`config.mk`:
```
export PLATFORM = sky130hd
export DESIGN_NAME = heated_press_interlock_controller_flat
export DESIGN_NICKNAME = d
export VERILOG_FILES = /design/src/hdl/hpic_pkg.sv /design/src/hdl/hpic_if.sv /design/src/hdl/hpic_cfg_regs.sv /design/src/hdl/hpic_colour.sv /design/src/hdl/heated_press_interlock_controller.sv /design/src/flat_wrapper.sv
export SDC_FILE = /design/constraint.sdc
export NUM_CORES = 1
export LEC_CHECK = 0
export ABC_AREA = 1
export BUFFER_PORTS_ARGS = -buffer_cell sky130_fd_sc_hd__buf_2
export CORE_MARGIN = 1.5
export CORE_UTILIZATION = 55
export DETAILED_ROUTE_END_ITERATION = 12
export PLACE_DENSITY_LB_ADDON = 0.3
export RECOVER_POWER = 100
export SETUP_SLACK_MARGIN = 0.4
export SYNTH_ARGS = -nofsm -noshare
export SYNTH_HDL_FRONTEND = slang
export SYNTH_SLANG_ARGS = --single-unit
```
`constraint.sdc`:
```
create_clock -name clk_i -period 9.04 [get_ports clk_i]
set_input_delay 0 -clock clk_i [delete_from_list [all_inputs] [get_ports clk_i]]
set_output_delay 0 -clock clk_i [all_outputs]
set_load 0.05 [all_outputs]
```
`src/hdl/hpic_pkg.sv`:
```
// Shared types, register codes and constants of the heated press interlock controller.
package hpic_pkg;

  // Timestamp arithmetic width; elapsed times wrap modulo 2**TIME_BITS.
  localparam int TIME_BITS = 32;

  localparam int TEMP_W = 12;
  localparam int HAND_W = 10;
  localparam int DIST_W = 17;
  localparam int TOL_W  = 12;
  localparam int MS_W   = 16;
  localparam int NOW_W  = 32;
  localparam int LED_W  = 8;

  localparam int CFG_IDX_W  = 3;
  localparam int CFG_DATA_W = 17;

  typedef enum logic [CFG_IDX_W-1:0] {
    CFG_HEAT_ON_BELOW  = 3'd0,
    CFG_HEAT_OFF_AT    = 3'd1,
    CFG_HAND_THRESHOLD = 3'd2,
    CFG_RETRACT_TOL    = 3'd3,
    CFG_REST_DISTANCE  = 3'd4,
    CFG_OPEN_TIME      = 3'd5,
    CFG_COOLDOWN_TIME  = 3'd6
  } cfg_idx_e;

  typedef logic [TIME_BITS-1:0] time_t;

  typedef struct packed {
    logic [TEMP_W-1:0] heat_on_below;
    logic [TEMP_W-1:0] heat_off_at;
    logic [HAND_W-1:0] hand_threshold;
    logic [TOL_W-1:0]  retract_tolerance;
    logic [DIST_W-1:0] rest_distance;
    logic [MS_W-1:0]   open_time_ms;
    logic [MS_W-1:0]   cooldown_time_ms;
  } cfg_t;

  localparam logic [TEMP_W-1:0] RST_HEAT_ON_BELOW  = 12'd720;
  localparam logic [TEMP_W-1:0] RST_HEAT_OFF_AT    = 12'd740;
  localparam logic [HAND_W-1:0] RST_HAND_THRESHOLD = 10'd900;
  localparam logic [TOL_W-1:0]  RST_RETRACT_TOL    = 12'd32;
  localparam logic [DIST_W-1:0] RST_REST_DISTANCE  = 17'd0;
  localparam logic [MS_W-1:0]   RST_OPEN_TIME      = 16'd2000;
  localparam logic [MS_W-1:0]   RST_COOLDOWN_TIME  = 16'd10000;

  typedef struct packed {
    logic [TEMP_W-1:0] temperature_q2;
    logic              button_pressed;
    logic              bread_present;
    logic [HAND_W-1:0] hand_level;
    logic              distance_valid;
    logic [DIST_W-1:0] distance_q4;
    logic [NOW_W-1:0]  now_ms;
  } sample_t;

  typedef struct packed {
    logic [LED_W-1:0] green;
    logic [LED_W-1:0] blue;
  } led_t;

  typedef struct packed {
    logic             heater_drive;
    logic             valve_drive;
    logic             ram_retracted;
    logic             hand_detected;
    logic [LED_W-1:0] led_green;
    logic [LED_W-1:0] led_blue;
  } result_t;

  localparam led_t LED_RST = '{green: 8'd255, blue: 8'd255};

  // Colour ramp breakpoints in quarter degrees
  localparam logic [TEMP_W-1:0] RAMP_T0 = 12'd400;
  localparam logic [TEMP_W-1:0] RAMP_T1 = 12'd600;
  localparam logic [TEMP_W-1:0] RAMP_T2 = 12'd740;

  localparam logic [15:0] G_MID_BASE  = 16'd51000;  // 255 * 200
  localparam logic [15:0] G_MID_SLOPE = 16'd155;

  // Reciprocal multipliers, exact over the operand ranges used
  localparam logic [17:0] DIV400_M  = 18'd167773;
  localparam int          DIV400_SH = 26;
  localparam logic [14:0] DIV25_M   = 15'd10486;
  localparam int          DIV25_SH  = 18;
  localparam logic [10:0] DIV7_M    = 11'd1171;
  localparam int          DIV7_SH   = 13;

endpackage

```
`src/hdl/hpic_if.sv`:
```
// Sample and result channel interfaces of the heated press interlock controller.
interface hpic_sample_if;
  import hpic_pkg::*;

  logic              valid;
  logic              ready;
  logic [TEMP_W-1:0] temperature_q2;
  logic              button_pressed;
  logic              bread_present;
  logic [HAND_W-1:0] hand_level;
  logic              distance_valid;
  logic [DIST_W-1:0] distance_q4;
  logic [NOW_W-1:0]  now_ms;

  modport source (
    output valid, temperature_q2, button_pressed, bread_present, hand_level,
           distance_valid, distance_q4, now_ms,
    input  ready
  );

  modport sink (
    input  valid, temperature_q2, button_pressed, bread_present, hand_level,
           distance_valid, distance_q4, now_ms,
    output ready
  );
endinterface

interface hpic_result_if;
  import hpic_pkg::*;

  logic             valid;
  logic             ready;
  logic             heater_drive;
  logic             valve_drive;
  logic             ram_retracted;
  logic             hand_detected;
  logic [LED_W-1:0] led_green;
  logic [LED_W-1:0] led_blue;

  modport source (
    output valid, heater_drive, valve_drive, ram_retracted, hand_detected,
           led_green, led_blue,
    input  ready
  );

  modport sink (
    input  valid, heater_drive, valve_drive, ram_retracted, hand_detected,
           led_green, led_blue,
    output ready
  );
endinterface

```
`src/hdl/hpic_cfg_regs.sv`:
```
// Configuration register file, written through a plain indexed write port.
module hpic_cfg_regs (
  input  logic                             clk_i,
  input  logic                             rst_ni,
  input  logic                             we_i,
  input  logic [hpic_pkg::CFG_IDX_W-1:0]   idx_i,
  input  logic [hpic_pkg::CFG_DATA_W-1:0]  wdata_i,
  output hpic_pkg::cfg_t                   cfg_o
);
  import hpic_pkg::*;

  cfg_t cfg_q, cfg_d;

  always_comb begin
    cfg_d = cfg_q;
    if (we_i) begin
      case (idx_i)
        CFG_HEAT_ON_BELOW:  cfg_d.heat_on_below     = wdata_i[TEMP_W-1:0];
        CFG_HEAT_OFF_AT:    cfg_d.heat_off_at       = wdata_i[TEMP_W-1:0];
        CFG_HAND_THRESHOLD: cfg_d.hand_threshold    = wdata_i[HAND_W-1:0];
        CFG_RETRACT_TOL:    cfg_d.retract_tolerance = wdata_i[TOL_W-1:0];
        CFG_REST_DISTANCE:  cfg_d.rest_distance     = wdata_i[DIST_W-1:0];
        CFG_OPEN_TIME:      cfg_d.open_time_ms      = wdata_i[MS_W-1:0];
        CFG_COOLDOWN_TIME:  cfg_d.cooldown_time_ms  = wdata_i[MS_W-1:0];
        default:            cfg_d = cfg_q;  // unused index, write dropped
      endcase
    end
  end

  always_ff @(posedge clk_i or negedge rst_ni) begin
    if (!rst_ni) begin
      cfg_q.heat_on_below     <= RST_HEAT_ON_BELOW;
      cfg_q.heat_off_at       <= RST_HEAT_OFF_AT;
      cfg_q.hand_threshold    <= RST_HAND_THRESHOLD;
      cfg_q.retract_tolerance <= RST_RETRACT_TOL;
      cfg_q.rest_distance     <= RST_REST_DISTANCE;
      cfg_q.open_time_ms      <= RST_OPEN_TIME;
      cfg_q.cooldown_time_ms  <= RST_COOLDOWN_TIME;
    end else begin
      cfg_q <= cfg_d;
    end
  end

  assign cfg_o = cfg_q;

endmodule

```
`src/hdl/hpic_colour.sv`:
```
// Piecewise-linear temperature to green/blue LED ramp, divisions by reciprocal multiply.
module hpic_colour (
  input  logic [hpic_pkg::TEMP_W-1:0] temp_i,
  input  hpic_pkg::led_t              led_i,
  output hpic_pkg::led_t              led_o
);
  import hpic_pkg::*;

  logic [TEMP_W-1:0] d_blue, d_mid, d_low;
  logic [16:0]       x_blue;   // 255 * (400 - t)
  logic [34:0]       p_blue;
  logic [15:0]       x_mid;    // 255*200 - 155*(t - 400)
  logic [12:0]       y_mid;    // x_mid / 8, then / 25
  logic [26:0]       p_mid;
  logic [9:0]        x_low;    // 5 * (740 - t), then / 7
  logic [20:0]       p_low;

  always_comb begin
    d_blue = RAMP_T0 - temp_i;
    x_blue = {d_blue[8:0], 8'b0} - {8'b0, d_blue[8:0]};
    p_blue = 35'(x_blue) * 35'(DIV400_M);

    d_mid  = temp_i - RAMP_T0;
    x_mid  = G_MID_BASE - (16'(d_mid[7:0]) * G_MID_SLOPE);
    y_mid  = x_mid[15:3];
    p_mid  = 27'(y_mid) * 27'(DIV25_M);

    d_low  = RAMP_T2 - temp_i;
    x_low  = {d_low[7:0], 2'b00} + {2'b00, d_low[7:0]};
    p_low  = 21'(x_low) * 21'(DIV7_M);

    led_o = led_i;  // above the top breakpoint both levels hold
    if (temp_i <= RAMP_T0) begin
      led_o.green = 8'd255;
      led_o.blue  = p_blue[DIV400_SH +: LED_W];
    end else if (temp_i <= RAMP_T1) begin
      led_o.green = p_mid[DIV25_SH +: LED_W];
      led_o.blue  = '0;
    end else if (temp_i <= RAMP_T2) begin
      led_o.green = p_low[DIV7_SH +: LED_W];
      led_o.blue  = '0;
    end
  end

endmodule

```
`src/hdl/heated_press_interlock_controller.sv`:
```
// Top level: sample register, interlock and heater logic, result register.
//
//  channel    dir  handshake       payload
//  sample_i   in   valid/ready     temperature, button, bread, hand, distance, now_ms
//  result_o   out  valid/ready     heater, valve, retracted, hand, led green/blue
//  cfg_*_i    in   cfg_we_i only   7 registers by index, 17-bit data
//
// One sample per cycle sustained while the result side accepts; a result passes
// through the sample register, then the result register. All state updates in the
// single pass from sample register to result register. Reset restores the
// register defaults and the state (heater off, valve closed, retracted, LEDs
// full). A stalled result holds the output register; one more sample waits in
// the sample register before ready drops.
module heated_press_interlock_controller (
  input  logic                            clk_i,
  input  logic                            rst_ni,
  hpic_sample_if.sink                     sample_i,
  hpic_result_if.source                   result_o,
  input  logic                            cfg_we_i,
  input  logic [hpic_pkg::CFG_IDX_W-1:0]  cfg_idx_i,
  input  logic [hpic_pkg::CFG_DATA_W-1:0] cfg_wdata_i
);
  import hpic_pkg::*;

  cfg_t    cfg;
  sample_t in_q;
  logic    in_valid_q;
  result_t result_q, result_d;
  logic    out_valid_q;
  logic    advance;

  logic    heater_q, heater_d;
  logic    valve_q, valve_d;
  logic    retract_q, retract_d;
  time_t   open_stamp_q, open_stamp_d;
  time_t   cool_stamp_q, cool_stamp_d;
  led_t    led_q, led_d;

  time_t             now_t;
  logic [DIST_W-1:0] dist_diff;
  logic              hand;
  logic              open_now, close_now;

  hpic_cfg_regs u_cfg_regs (
    .clk_i   (clk_i),
    .rst_ni  (rst_ni),
    .we_i    (cfg_we_i),
    .idx_i   (cfg_idx_i),
    .wdata_i (cfg_wdata_i),
    .cfg_o   (cfg)
  );

  hpic_colour u_colour (
    .temp_i (in_q.temperature_q2),
    .led_i  (led_q),
    .led_o  (led_d)
  );

  // Result register takes the pass when empty or draining this cycle.
  assign advance        = in_valid_q && (!out_valid_q || result_o.ready);
  assign sample_i.ready = !in_valid_q || advance;

  always_ff @(posedge clk_i or negedge rst_ni) begin
    if (!rst_ni) begin
      in_valid_q <= 1'b0;
    end else if (sample_i.ready) begin
      in_valid_q <= sample_i.valid;
    end
  end

  always_ff @(posedge clk_i) begin
    if (sample_i.valid && sample_i.ready) begin
      in_q.temperature_q2 <= sample_i.temperature_q2;
      in_q.button_pressed <= sample_i.button_pressed;
      in_q.bread_present  <= sample_i.bread_present;
      in_q.hand_level     <= sample_i.hand_level;
      in_q.distance_valid <= sample_i.distance_valid;
      in_q.distance_q4    <= sample_i.distance_q4;
      in_q.now_ms         <= sample_i.now_ms;
    end
  end

  always_comb begin
    now_t = TIME_BITS'(in_q.now_ms);
    hand  = in_q.hand_level <= cfg.hand_threshold;

    dist_diff = (in_q.distance_q4 >= cfg.rest_distance)
              ? in_q.distance_q4 - cfg.rest_distance
              : cfg.rest_distance - in_q.distance_q4;
    retract_d = in_q.distance_valid ? (dist_diff <= DIST_W'(cfg.retract_tolerance))
                                    : retract_q;

    // hysteresis, turn-on compare wins
    if (in_q.temperature_q2 < cfg.heat_on_below) begin
      heater_d = 1'b1;
    end else if (in_q.temperature_q2 >= cfg.heat_off_at) begin
      heater_d = 1'b0;
    end else begin
      heater_d = heater_q;
    end

    open_now = !valve_q && in_q.button_pressed
             && ((now_t - cool_stamp_q) > TIME_BITS'(cfg.cooldown_time_ms))
             && in_q.bread_present && !hand && !heater_d && retract_d;
    // a valve opened in this pass is not yet in valve_q and cannot close
    close_now = valve_q && ((now_t - open_stamp_q) > TIME_BITS'(cfg.open_time_ms));

    valve_d      = close_now ? 1'b0 : (valve_q || open_now);
    open_stamp_d = open_now  ? now_t : open_stamp_q;
    cool_stamp_d = close_now ? now_t : cool_stamp_q;

    result_d.heater_drive  = heater_d;
    result_d.valve_drive   = valve_d;
    result_d.ram_retracted = retract_d;
    result_d.hand_detected = hand;
    result_d.led_green     = led_d.green;
    result_d.led_blue      = led_d.blue;
  end

  always_ff @(posedge clk_i or negedge rst_ni) begin
    if (!rst_ni) begin
      heater_q     <= 1'b0;
      valve_q      <= 1'b0;
      retract_q    <= 1'b1;
      open_stamp_q <= '0;
      cool_stamp_q <= '0;
      led_q        <= LED_RST;
      out_valid_q  <= 1'b0;
    end else begin
      if (advance) begin
        heater_q     <= heater_d;
        valve_q      <= valve_d;
        retract_q    <= retract_d;
        open_stamp_q <= open_stamp_d;
        cool_stamp_q <= cool_stamp_d;
        led_q        <= led_d;
        out_valid_q  <= 1'b1;
      end else if (result_o.ready) begin
        out_valid_q  <= 1'b0;
      end
    end
  end

  always_ff @(posedge clk_i) begin
    if (advance) begin
      result_q <= result_d;
    end
  end

  assign result_o.valid         = out_valid_q;
  assign result_o.heater_drive  = result_q.heater_drive;
  assign result_o.valve_drive   = result_q.valve_drive;
  assign result_o.ram_retracted = result_q.ram_retracted;
  assign result_o.hand_detected = result_q.hand_detected;
  assign result_o.led_green     = result_q.led_green;
  assign result_o.led_blue      = result_q.led_blue;

  // valve only opens with heater off and ram retracted
  assert property (@(posedge clk_i) disable iff (!rst_ni)
    $rose(valve_q) |-> (!heater_q && retract_q))
    else $error("valve opened against interlock");

  // opening stamps the time of the sample that opened it
  assert property (@(posedge clk_i) disable iff (!rst_ni)
    $rose(valve_q) |-> (open_stamp_q == $past(now_t)))
    else $error("open stamp does not match opening sample");

  // without a pass through the logic, no state moves
  assert property (@(posedge clk_i) disable iff (!rst_ni)
    !advance |=> ($stable(valve_q) && $stable(heater_q) && $stable(led_q)
                  && $stable(cool_stamp_q)))
    else $error("state changed without a sample pass");

  // a held sample is never dropped
  assert property (@(posedge clk_i) disable iff (!rst_ni)
    (in_valid_q && !advance) |=> in_valid_q)
    else $error("pending sample lost");

endmodule

```
`src/flat_wrapper.sv`:
```
// flat-port wrapper written by rule: the top's interface ports become plain ports
module heated_press_interlock_controller_flat import hpic_pkg::*;
  (clk_i, rst_ni, cfg_we_i, cfg_idx_i, cfg_wdata_i, sample_i_valid, sample_i_temperature_q2, sample_i_button_pressed, sample_i_bread_present, sample_i_hand_level, sample_i_distance_valid, sample_i_distance_q4, sample_i_now_ms, sample_i_ready, result_o_valid, result_o_heater_drive, result_o_valve_drive, result_o_ram_retracted, result_o_hand_detected, result_o_led_green, result_o_led_blue, result_o_ready);
  hpic_sample_if sample_i_i ();
  hpic_result_if result_o_i ();
  input  logic clk_i;
  input  logic rst_ni;
  input  logic cfg_we_i;
  input  logic [hpic_pkg::CFG_IDX_W-1:0] cfg_idx_i;
  input  logic [hpic_pkg::CFG_DATA_W-1:0] cfg_wdata_i;
  input wire logic [$bits(sample_i_i.valid)-1:0] sample_i_valid;
  input wire logic [$bits(sample_i_i.temperature_q2)-1:0] sample_i_temperature_q2;
  input wire logic [$bits(sample_i_i.button_pressed)-1:0] sample_i_button_pressed;
  input wire logic [$bits(sample_i_i.bread_present)-1:0] sample_i_bread_present;
  input wire logic [$bits(sample_i_i.hand_level)-1:0] sample_i_hand_level;
  input wire logic [$bits(sample_i_i.distance_valid)-1:0] sample_i_distance_valid;
  input wire logic [$bits(sample_i_i.distance_q4)-1:0] sample_i_distance_q4;
  input wire logic [$bits(sample_i_i.now_ms)-1:0] sample_i_now_ms;
  output wire logic [$bits(sample_i_i.ready)-1:0] sample_i_ready;
  output wire logic [$bits(result_o_i.valid)-1:0] result_o_valid;
  output wire logic [$bits(result_o_i.heater_drive)-1:0] result_o_heater_drive;
  output wire logic [$bits(result_o_i.valve_drive)-1:0] result_o_valve_drive;
  output wire logic [$bits(result_o_i.ram_retracted)-1:0] result_o_ram_retracted;
  output wire logic [$bits(result_o_i.hand_detected)-1:0] result_o_hand_detected;
  output wire logic [$bits(result_o_i.led_green)-1:0] result_o_led_green;
  output wire logic [$bits(result_o_i.led_blue)-1:0] result_o_led_blue;
  input wire logic [$bits(result_o_i.ready)-1:0] result_o_ready;
  assign sample_i_i.valid = sample_i_valid;
  assign sample_i_i.temperature_q2 = sample_i_temperature_q2;
  assign sample_i_i.button_pressed = sample_i_button_pressed;
  assign sample_i_i.bread_present = sample_i_bread_present;
  assign sample_i_i.hand_level = sample_i_hand_level;
  assign sample_i_i.distance_valid = sample_i_distance_valid;
  assign sample_i_i.distance_q4 = sample_i_distance_q4;
  assign sample_i_i.now_ms = sample_i_now_ms;
  assign sample_i_ready = sample_i_i.ready;
  assign result_o_valid = result_o_i.valid;
  assign result_o_heater_drive = result_o_i.heater_drive;
  assign result_o_valve_drive = result_o_i.valve_drive;
  assign result_o_ram_retracted = result_o_i.ram_retracted;
  assign result_o_hand_detected = result_o_i.hand_detected;
  assign result_o_led_green = result_o_i.led_green;
  assign result_o_led_blue = result_o_i.led_blue;
  assign result_o_i.ready = result_o_ready;
  heated_press_interlock_controller u_core (.clk_i(clk_i), .rst_ni(rst_ni), .sample_i(sample_i_i), .result_o(result_o_i), .cfg_we_i(cfg_we_i), .cfg_idx_i(cfg_idx_i), .cfg_wdata_i(cfg_wdata_i));
endmodule
```
; Word level (Yosys, flattened, before mapping)
; Index checks and enable logic that the tools add are counted.
[classes]
addsub = 10
multipliers = 4
order_cmp = 10
eq_ne = 6
mux = 10
reduce_logical = 28
[op_table]
columns = operator, count
row1 = 32-bit by 16-bit > comparator with 1-bit output, 2
row2 = 32-bit subtractor, 2
row3 = 16-bit two-way mux, 3
row4 = "17-bit by 18-bit multiplier with 34-bit output, second input constant", 1
row5 = 17-bit subtractor, 2
row6 = "13-bit by 13-bit multiplier with 25-bit output, second input constant", 1
row7 = "12-bit by 10-bit <= comparator with 1-bit output, second input constant", 2
row8 = "10-bit by 11-bit multiplier with 21-bit output, second input constant", 1
row9 = 2-bit AND reduction, 9
row10 = 17-bit >= comparator, 1
row11 = 17-bit by 12-bit <= comparator with 1-bit output, 1
row12 = 17-bit two-way mux, 1
row13 = 17-bit by 9-bit subtractor with 17-bit output, 1
row14 = "8-bit by 8-bit multiplier with 16-bit output, second input constant", 1
row15 = "16-bit subtractor, first input constant", 1
row16 = 12-bit >= comparator, 1
row17 = "12-bit by 9-bit <= comparator with 1-bit output, second input constant", 1
row18 = 12-bit less-than comparator, 1
row19 = 10-bit by 8-bit adder with 10-bit output, 1
row20 = 10-bit <= comparator, 1
row21 = "3-bit equality test, second input constant", 3
row22 = 1-bit logical AND, 9
row23 = "9-bit subtractor, first input constant", 1
row24 = "8-bit subtractor, first input constant", 1
row25 = 8 further kinds, 20
[word_totals]
regBits = 274
inputBits = 99
wordCells = 97

; Logic depth before layout (Yosys ltp)
; Gate-level depths: netlist of the first run.
[logic_depth]
ltp_word = 9
depth_mapped = 46
mapped_depth_nobuf = 45

; Modules after synthesis
; From an unflattened synthesis of the first run, not the netlist that was laid out.
[unflattened]
hier_cells = 4320
area_unflattened_um2 = 32637.6
[modules_own_cells]
columns = mod, n_inst, cells_each, area_each_um2, seq_area_each_um2
row1 = heated_press_interlock_controller, 1, 2139, 15063.2, 4971.0
row2 = hpic_colour, 1, 1756, 13814.5, 0.0
row3 = hpic_cfg_regs, 1, 425, 3759.9, 2408.6

; Worst setup path after synthesis of the first run
; Ideal clock, no wire load.
[synth_path]
path_kind = register to register
start = register u_core.in_q[66] in the netlist's numbering
end = register u_core.result_q, in the netlist u_core.result_o.led_green[7] (data pin)
setup_ps = 260
arrival_ps = 8457
required_time_ps = 8780
path_slack_ps = 324
stages_incl_launch_ff = 40
cell_sequence = edfxtp_1 > clkbuf_1 > inv_1 > ha_1 > xnor2_1 > inv_1 > ha_1 > fa_1 > ha_1 > fa_1 > inv_1 > ha_1 > nand3_1 > nand2_1 > nand2_1 > a21oi_1 > nand3_1 > nand2_1 > (+4 left out) > o21bai_1 > ha_1 > inv_1 > fa_1 > inv_1 > fa_1 > inv_1 > fa_1 > inv_1 > ha_1 > a21oi_1 > o21ai_0 > o21ai_0 > o2111ai_1 > a21oi_1 > nand3_1 > nand3_1 > nand2_1
[synth_rtl]
columns = item, line_no
row1 = start: declaration, heated_press_interlock_controller.sv:26  ; sample_t in_q;
row2 = end signal: assignment, heated_press_interlock_controller.sv:146  ; result_q <= result_d;
row3 = end: declaration, heated_press_interlock_controller.sv:28  ; result_t result_q, result_d;

==> results of run 1 <==
## routing by layer
layer	track usage, %	share of wire [%]	up-vias
met5	0	0	-
met4	7.43	2.3	0
met3	4.02	6.5	120
met2	45.6	46	722
met1	38.6	45	12500
li1	-	-	13400
## state kept, by name, indices dropped and copies added (netlist names)
name,cells
u_core.result_o.led_blue,8
u_core.result_o.heater_drive,1
u_core.result_o.led_green,8
u_core.in_valid_q,1
u_core.open_stamp_q,32
u_core.retract_q,1
u_core.cool_stamp_q,32
u_core.u_cfg_regs.cfg_o,95
u_core.result_o.valid,1
u_core.result_o.ram_retracted,1
u_core.led_q,16
u_core.in_q,42
u_core.heater_q,1
u_core.now_t,32
u_core.result_o.valve_drive,1
u_core.result_o.hand_detected,1
u_core.valve_q,1
## cells in the mapped netlist (10+ instances only)
cell / instances
sky130_fd_sc_hd__nand2_1: 940
sky130_fd_sc_hd__inv_1: 834
sky130_fd_sc_hd__ha_1: 526
sky130_fd_sc_hd__nor2_1: 231
sky130_fd_sc_hd__a21oi_1: 210
sky130_fd_sc_hd__o21ai_0: 204
sky130_fd_sc_hd__fa_1: 191
sky130_fd_sc_hd__nand3_1: 140
sky130_fd_sc_hd__dfrtp_1: 138
sky130_fd_sc_hd__nand4_1: 113
sky130_fd_sc_hd__edfxtp_1: 94
sky130_fd_sc_hd__xor2_1: 85
sky130_fd_sc_hd__dfstp_2: 42
sky130_fd_sc_hd__nor3_1: 37
sky130_fd_sc_hd__clkbuf_1: 32
sky130_fd_sc_hd__xnor2_1: 25
sky130_fd_sc_hd__a21o_1: 18
sky130_fd_sc_hd__o21bai_1: 14
sky130_fd_sc_hd__a31oi_1: 12
sky130_fd_sc_hd__nand2_2: 10
## worst max-delay path, delay by kind of cell (launching register included)
kind | cells | cell delay, ps
buffers and inverters | 6 | 550
flip-flops | 1 | 480
XOR/XNOR | 3 | 770
AO/OA/AOI/OAI | 10 | 1470
AND/OR/NAND/NOR | 8 | 920
adder cells (fa/ha/maj) | 11 | 4170
## layout make-up
cell class,count,share of cell area (%)
multi-input combinational,2850,59.1
sequential,274,20.9
inverter,842,9.02
timing repair buffer,271,5.41
tap,756,2.68
clock buffer,50,2.61
clock inverter,7,0.234
antenna,3,0.0213
## layout by cell type (no fill, tap or decap), types with 18 or more instances in the layout
cell type	netlist	layout
sky130_fd_sc_hd__buf_4	3	46
sky130_fd_sc_hd__a21o_1	18	18
sky130_fd_sc_hd__nand3_1	140	139
sky130_fd_sc_hd__inv_1	834	828
sky130_fd_sc_hd__nand2_1	940	936
sky130_fd_sc_hd__o21ai_0	204	200
sky130_fd_sc_hd__fa_1	191	191
sky130_fd_sc_hd__ha_1	526	514
sky130_fd_sc_hd__dfstp_2	42	40
sky130_fd_sc_hd__dlygate4sd3_1	0	97
sky130_fd_sc_hd__buf_2	9	85
sky130_fd_sc_hd__edfxtp_1	94	94
sky130_fd_sc_hd__xor2_1	85	82
sky130_fd_sc_hd__nand4_1	113	114
sky130_fd_sc_hd__clkbuf_1	32	57
sky130_fd_sc_hd__clkbuf_16	0	34
sky130_fd_sc_hd__a21oi_1	210	202
sky130_fd_sc_hd__nor3_1	37	36
sky130_fd_sc_hd__nor2_1	231	230
sky130_fd_sc_hd__dfrtp_1	138	138
sky130_fd_sc_hd__xnor2_1	25	22
## metrics by stage
step                instance area (µm²)  util (%)  cells  hold slack (ps)  worst slack, ps
global route                      35300      62.6   5052             85.1              138
CTS                               35000      62.0   5029             75.1              407
floorplan                         31400         -   4022             -296              407
finish                            35300      62.6   5053              112              598
global placement                  32900      58.4   4872            -6.31              294
detailed placement                32900      58.4   4872            -6.68              126
## worst paths after layout
path,startpoint,end,slack (ps),cells after the start
hold reg to reg,u_core.led_q[2]$_DFFE_PN1P_,u_core.led_q[2]$_DFFE_PN1P_,470,2
setup reg to reg,u_core.in_q[68]$_DFFE_PP_,u_core.led_q[13]$_DFFE_PN1P_,600,38
setup / recovery,u_core.in_q[68]$_DFFE_PP_,u_core.led_q[13]$_DFFE_PN1P_,600,38
max in group asynchronous,rst_ni,u_core.u_cfg_regs.cfg_o[33]$_DFFE_PN0P_,4010,4
min in group asynchronous,rst_ni,u_core.led_q[7]$_DFFE_PN1P_,1050,3
hold / removal,sample_i_distance_q4[4],u_core.in_q[36]$_DFFE_PP_,110,2
## cells by family after synthesis
group	after synthesis	share of synthesized area, %
AOI/OAI and AO/OA	505	8.79
xor gates and xnor gates	110	3.07
adders and majority gates	717	33.1
buffers and inverters	898	11.0
DFF	274	23.5
and+or+nand+nor	1518	20.5
## what timing repair did
item | 4_1_cts | 5_1_grt
resized for setup | 6 | 61
hold endpoints to repair | 251 | 0
hold buffers | 98 | 0
endpoints found under the setup margin | 12 | 32
setup buffers | 2 | 21
pin swaps | 0 | 23
==> impl_table.tex, run 1 <==
\begin{tabular}{lr}
\hline
Metric & Value \\
\hline
\multicolumn{2}{l}{\textbf{Floorplan}} \\
\quad Io pins & 121 \\
\quad Die Area & $\sim$59000 µm² \\
\quad Site row count & 87 \\
\quad Core region area & 56400 µm² \\
\quad Starting density of the core & a little under three fifths \\
\quad Y dimension of the die & approximately 240 µm \\
\quad Die W & approximately 240 µm \\
\multicolumn{2}{l}{\textbf{STA}} \\
\quad Worst slew pin tran & 4240 ps \\
\quad Rel. slew slack & -183\% \\
\quad Final cycle utilization of the critical path & roughly 93\% \\
\quad Achievable Freq & 118 MHz \\
\quad Setup total negative slack & 0 ps \\
\quad Min cycle time layout & 8440 ps \\
\quad Worst clock skew on the final layout & 26.4 ps \\
\quad Unrepaired setup endpoints after global routing & no \\
\quad Count of final setup violators & 0 \\
\quad Hold Violations, Final & 0 \\
\quad Final slew viol count & 390 \\
\multicolumn{2}{l}{\textbf{Yosys}} \\
\quad Async SR Flop Fraction & 65.7\% \\
\quad Unique masters post-synth & 58 \\
\quad Top flip-flop cell by instance count after synthesis & sky130\_fd\_sc\_hd\_\_dfrtp\_1 \\
\quad Area leader, netlist & sky130\_fd\_sc\_hd\_\_ha\_1 \\
\quad Share of synthesized area occupied by flip-flops and latches & around a quarter \\
\quad Synth top area share & 21.0\% \\
\quad Post-synthesis area per instance & 7.81 µm² \\
\quad Flip-flop and latch count after synthesis & 274 \\
\quad Synthesized netlist net count & 4838 \\
\quad Cell types occupying the most area after synthesis & sky130\_fd\_sc\_hd\_\_ha\_1 21\%, sky130\_fd\_sc\_hd\_\_fa\_1 12\%, sky130\_fd\_sc\_hd\_\_nand2\_1 11\%, sky130\_fd\_sc\_hd\_\_dfrtp\_1 11\%, sky130\_fd\_sc\_hd\_\_inv\_1 10\% \\
\quad Number of warning messages in the yosys log & 0 \\
\quad Cells after Synth & 4022 \\
\quad Number of flops mapped to enable cells by yosys & 94 \\
\quad Post-synth design cell area & 31400 µm² \\
\multicolumn{2}{l}{\textbf{Critical path}} \\
\quad Max FO, Critical Path & 5 \\
\quad Arrival time reported for the critical path endpoint & 8970 ps \\
\quad Largest stage delay, worst path & 540 ps \\
\quad Critical path class & reg -> reg \\
\quad Capturing element type of the critical path & register \\
\quad Most prevalent standard cell on the critical path & sky130\_fd\_sc\_hd\_\_fa\_1 \\
\quad Startpoint type of the worst setup path & register \\
\quad Slowest CP cell & sky130\_fd\_sc\_hd\_\_fa\_1 \\
\quad Required time of the critical path & $\sim$9600 ps \\
\multicolumn{2}{l}{\textbf{Cells and area}} \\
\quad Share of layout cells above drive strength 1 & 7.06\% \\
\quad Fill count & 5059 \\
\quad Storage element area & 7380 µm² \\
\quad Area taken by multi-input logic gates & 20900 µm² \\
\quad Signed area change from the synthesized netlist to the final layout & 12.5\% \\
\quad \# nets final & 5086 \\
\multicolumn{2}{l}{\textbf{Clock network}} \\
\quad Clock sink count & approximately 270 \\
\quad Worst-skew pair later-pin latency & 600 ps \\
\quad Clock root cell & sky130\_fd\_sc\_hd\_\_clkbuf\_16 \\
\quad CTS Buf Count & 31 \\
\quad Clock input transition at the sequential cells of the worst setup and hold paths & 60 ps \\
\quad Number of H-tree branching levels & 1 \\
\quad Max Buffers Root-to-Sink & 3 \\
\quad TritonCTS clock tree & done \\
\multicolumn{2}{l}{\textbf{Drt}} \\
\quad Total wire length after detailed routing & 80900 µm \\
\quad Total number of vias & 26700 \\
\quad First-iteration detailed-routing DRC count & 1992 \\
\quad Drt drc & 0 \\
\quad Iteration count of the initial detailed-routing pass & 8 \\
\quad Remaining antenna violation count & 0 \\
\quad Wire length per cell after detailed routing & about 16 µm \\
\quad Via density per instance & 5.29 \\
\multicolumn{2}{l}{\textbf{GRT}} \\
\quad Antenna violations before repair & 4 \\
\quad Global-route total usage across every layer & around 28\% \\
\quad Wire length of the first global-routing pass & 132000 µm \\
\quad Via count of the first global-routing pass & around 26000 \\
\quad Overflow left after global routing & 0 \\
\quad Pin count of the biggest net entering global routing & 76 \\
\multicolumn{2}{l}{\textbf{Place}} \\
\quad Number of buffers inserted by port buffering & 120 \\
\quad Last weighted congestion value of the routability-driven placer & approximately 0.96 \\
\quad HPWL reported at the end of detailed placement & 64200 µm \\
\multicolumn{2}{l}{\textbf{Flow run}} \\
\quad Max-cap violation count & 7 \\
\multicolumn{2}{l}{\textbf{Hold path}} \\
\quad HP Class & in -> reg \\
\multicolumn{2}{l}{\textbf{Run status}} \\
\quad Violations in the final reports & capacitance limit, slew limit \\
\quad Status & complete, but fails checks \\
\hline
\end{tabular}
Power of run 1 is left out: the tool's default activity adds up to more than one toggle a clock period on the data nets, which glitch-free logic cannot reach.
==> run 2, diff against run 1 <==
--- a/config.mk
+++ b/config.mk
@@ -5,13 +5,12 @@
 export SDC_FILE = /design/constraint.sdc
 export NUM_CORES = 1
 export LEC_CHECK = 0
-export ABC_AREA = 1
 export BUFFER_PORTS_ARGS = -buffer_cell sky130_fd_sc_hd__buf_2
 export CORE_MARGIN = 1.5
 export CORE_UTILIZATION = 55
+export CTS_BUF_LIST = sky130_fd_sc_hd__clkbuf_4 sky130_fd_sc_hd__clkbuf_8
 export DETAILED_ROUTE_END_ITERATION = 12
 export PLACE_DENSITY_LB_ADDON = 0.3
-export RECOVER_POWER = 100
 export SETUP_SLACK_MARGIN = 0.4
 export SYNTH_ARGS = -nofsm -noshare
 export SYNTH_HDL_FRONTEND = slang
==> run 2 against run 1 <==
The flow now finishes without violations. Global-route usage about the same. Hold slack got worse by 81 ps. Final cell count down 21%. Count of clock-buffer cells in the layout is 14 higher. Wire length decreased by 10%. Sequential cell count stayed put. Register-to-register slack got worse by 510 ps. Design area fell by 4.1%. Via count shrank 17%. Non-clock buffer count is 62 higher. Synthesized cell count decreased by 27%. Clock skew rose by 25 ps. Highest routed layer is now met5.
==> impl_table.tex, run 2 <==
\begin{tabular}{lr}
\hline
Metric & Value \\
\hline
\multicolumn{2}{l}{\textbf{GRT}} \\
\quad Antenna violations before repair & 6 \\
\quad Pin count of the biggest net entering global routing & 110 \\
\quad Global-route total usage across every layer & 27.8\% \\
\quad Via count of the first global-routing pass & 23700 \\
\quad Overflow left after global routing & 0 \\
\quad Wire length of the first global-routing pass & 119000 µm \\
\multicolumn{2}{l}{\textbf{Clock network}} \\
\quad Worst-skew pair later-pin latency & 670 ps \\
\quad CTS Buf Count & 50 \\
\quad TritonCTS clock tree & done \\
\quad Number of H-tree branching levels & 2 \\
\quad Clock sink count & 274 \\
\quad Clock input transition at the sequential cells of the worst setup and hold paths & around 60 ps \\
\quad Max Buffers Root-to-Sink & 3 \\
\quad Clock root cell & sky130\_fd\_sc\_hd\_\_clkbuf\_8 \\
\multicolumn{2}{l}{\textbf{Cells and area}} \\
\quad Final core utilization & 65.5\% \\
\quad Fill count & 4092 \\
\quad Share of layout cells above drive strength 1 & 17.6\% \\
\quad Most common library cell in the layout ignoring fill and taps & sky130\_fd\_sc\_hd\_\_inv\_1 \\
\quad \# nets final & 4084 \\
\quad Flip-flop count of the largest register after layout & 95 \\
\quad Most frequent cells in the layout & 577 x sky130\_fd\_sc\_hd\_\_inv\_1, 501 x sky130\_fd\_sc\_hd\_\_ha\_1, 190 x sky130\_fd\_sc\_hd\_\_fa\_1 \\
\quad Storage element area & 7380 µm² \\
\quad Signed area change from the synthesized netlist to the final layout & 16.7\% \\
\quad Area taken by multi-input logic gates & 19800 µm² \\
\quad Area of all placed cells without fillers & 33900 µm² \\
\quad Count of non-filler cells in the finished layout & 3990 \\
\multicolumn{2}{l}{\textbf{Floorplan}} \\
\quad Core region area & 51700 µm² \\
\quad Y dimension of the die & 233 µm \\
\quad Die Area & 54100 µm² \\
\quad Starting density of the core & 56.1\% \\
\quad Io pins & 121 \\
\quad Die W & 233 µm \\
\quad Site row count & 83 \\
\multicolumn{2}{l}{\textbf{Yosys}} \\
\quad Synthesized netlist net count & 3755 \\
\quad Unique masters post-synth & 84 \\
\quad Area leader, netlist & sky130\_fd\_sc\_hd\_\_ha\_1 \\
\quad Top flip-flop cell by instance count after synthesis & sky130\_fd\_sc\_hd\_\_dfrtp\_1 \\
\quad Cells after Synth & 2939 \\
\quad Number of warning messages in the yosys log & 0 \\
\quad Share of synthesized area occupied by flip-flops and latches & 25.4\% \\
\quad Number of flops mapped to enable cells by yosys & between 90 and 100 \\
\quad Flip-flop and latch count after synthesis & 274 \\
\quad Async SR Flop Fraction & 65.7\% \\
\quad Post-synth design cell area & approximately 29000 µm² \\
\quad Cell types occupying the most area after synthesis & sky130\_fd\_sc\_hd\_\_ha\_1 23\%, sky130\_fd\_sc\_hd\_\_fa\_1 13\%, sky130\_fd\_sc\_hd\_\_dfrtp\_1 12\%, sky130\_fd\_sc\_hd\_\_edfxtp\_1 9.7\%, sky130\_fd\_sc\_hd\_\_inv\_1 7.6\% \\
\quad Post-synthesis area per instance & 9.87 µm² \\
\quad Most frequent cell after synthesis & sky130\_fd\_sc\_hd\_\_inv\_1 \\
\quad Synth top area share & 22.7\% \\
\quad Most frequent cells after synthesis & 590 x sky130\_fd\_sc\_hd\_\_inv\_1, 526 x sky130\_fd\_sc\_hd\_\_ha\_1, 191 x sky130\_fd\_sc\_hd\_\_fa\_1, 161 x sky130\_fd\_sc\_hd\_\_nand2\_1, 139 x sky130\_fd\_sc\_hd\_\_o21ai\_0 \\
\multicolumn{2}{l}{\textbf{Hold path}} \\
\quad HP Class & in -> async \\
\multicolumn{2}{l}{\textbf{Critical path}} \\
\quad Largest stage delay, worst path & 540 ps \\
\quad Most prevalent standard cell on the critical path & sky130\_fd\_sc\_hd\_\_fa\_1 \\
\quad Capturing element type of the critical path & register \\
\quad Arrival time reported for the critical path endpoint & 9350 ps \\
\quad Startpoint type of the worst setup path & register \\
\quad Critical path class & reg -> reg \\
\quad Required time of the critical path & roughly 9400 ps \\
\quad Max FO, Critical Path & 6 \\
\quad Slowest CP cell & sky130\_fd\_sc\_hd\_\_fa\_1 \\
\multicolumn{2}{l}{\textbf{Drt}} \\
\quad Wire length per cell after detailed routing & 18.2 µm \\
\quad Routed length on met3 & 3300 µm \\
\quad Iteration count of the initial detailed-routing pass & 5 \\
\quad Met2 wire len & 35200 µm \\
\quad Total wire length after detailed routing & $\sim$72000 µm \\
\quad First-iteration detailed-routing DRC count & between 1000 and 1500 \\
\quad Via density per instance & between 5 and 6 \\
\quad Drt drc & 0 \\
\quad Post-Route M1 WL & 30700 µm \\
\quad Remaining antenna violation count & 0 \\
\quad Total number of vias & 22300 \\
\quad Highest signal layer in the routed design & met5 \\
\multicolumn{2}{l}{\textbf{STA}} \\
\quad Achievable Freq & 112 MHz \\
\quad Rel. slew slack & 26.4\% \\
\quad Worst slew pin tran & 1100 ps \\
\quad Final slew viol count & 0 \\
\quad Final cycle utilization of the critical path & 99.0\% \\
\quad Count of final setup violators & 0 \\
\quad Hold Violations, Final & 0 \\
\quad Worst clock skew on the final layout & 51.0 ps \\
\quad Unrepaired setup endpoints after global routing & yes \\
\quad Min cycle time layout & 8950 ps \\
\multicolumn{2}{l}{\textbf{Place}} \\
\quad Last weighted congestion value of the routability-driven placer & 0.952 \\
\quad HPWL reported at the end of detailed placement & between 50000 and 60000 µm \\
\quad Number of buffers inserted by port buffering & 120 \\
\quad Total instance count after detailed placement & 3759 \\
\quad Post-placement cell area & slightly above 30000 µm² \\
\multicolumn{2}{l}{\textbf{Run status}} \\
\quad Status & finished clean \\
\multicolumn{2}{l}{\textbf{Flow run}} \\
\quad Max-cap violation count & 0 \\
\hline
\end{tabular}
[run 2: worst max-delay path: cells and delay by family, from the launching register on]
family | cells | cell delay (ps)
buf+inv | 6 | 490
flops | 1 | 510
fa+ha+maj | 12 | 4100
compound gates | 13 | 2280
simple gates | 3 | 590
xor+xnor | 4 | 680
[run 2: final timing paths]
kind | startpoint | end | slack, ps | cells after the start
max in group asynchronous | rst_ni | u_core.u_cfg_regs.cfg_o[83]$_DFFE_PN0P_ | 7460 | 3
hold / removal | rst_ni | u_core.open_stamp_q[18]$_DFFE_PN0P_ | 30 | 2
setup reg to reg | u_core.in_q[66]$_DFFE_PP_ | u_core.result_o.led_green[7]$_DFFE_PP_ | 90 | 38
hold reg to reg | u_core.led_q[13]$_DFFE_PN1P_ | u_core.led_q[13]$_DFFE_PN1P_ | 460 | 2
min in group clk_i | sample_i_distance_q4[2] | u_core.in_q[34]$_DFFE_PP_ | 50 | 2
setup / recovery | u_core.in_q[66]$_DFFE_PP_ | u_core.result_o.led_green[7]$_DFFE_PP_ | 90 | 38
[run 2: layer usage]
layer / vias up / track usage, %
met4: 4 / 11.9
met1: 10900 / 34.9
met2: 582 / 48.0
met5: - / 0
li1: 10600 / -
met3: 173 / 3.76
[run 2: cells by family after synthesis]
group                    share of synthesized area [%]
multiplexers                                      5.18
buffers and inverters                             8.63
XOR/XNOR                                          4.29
adder cells (fa/ha/maj)                           35.9
AND/OR/NAND/NOR                                   8.14
flip-flops                                        25.4
AO/OA/AOI/OAI                                     12.5
[run 2: layout make-up]
| cell class | instances | share of cell area, % |
|---|---|---|
| timing repair buffer | 333 | 7.41 |
| tap | 680 | 2.51 |
| sequential | 274 | 21.8 |
| inverter | 591 | 6.58 |
| multi-input combinational | 2018 | 58.5 |
| clock buffer | 64 | 2.42 |
| antenna | 1 | 0.00739 |
| clock inverter | 29 | 0.761 |
[run 2: metrics by stage]
| stage | hold WS, ps | setup TNS [ps] | setup slack, ps |
|---|---|---|---|
| detailed placement | 178 | -307 | -198 |
| global placement | 177 | 0 | 94.4 |
| CTS | 0.289 | 0 | 96.4 |
| floorplan | -296 | 0 | 118 |
| finish | 31.5 | 0 | 87.9 |
| global route | 8.99 | -355 | -213 |
[run 2: repair_timing]
item	in CTS	in global routing
pin swaps	33	12
gates cloned	0	0
endpoints found under the setup margin	14	26
setup buffers	12	9
resized for setup	31	54
hold buffers	116	0
hold endpoints to repair	277	0
Power of run 2 is left out for the same reason.
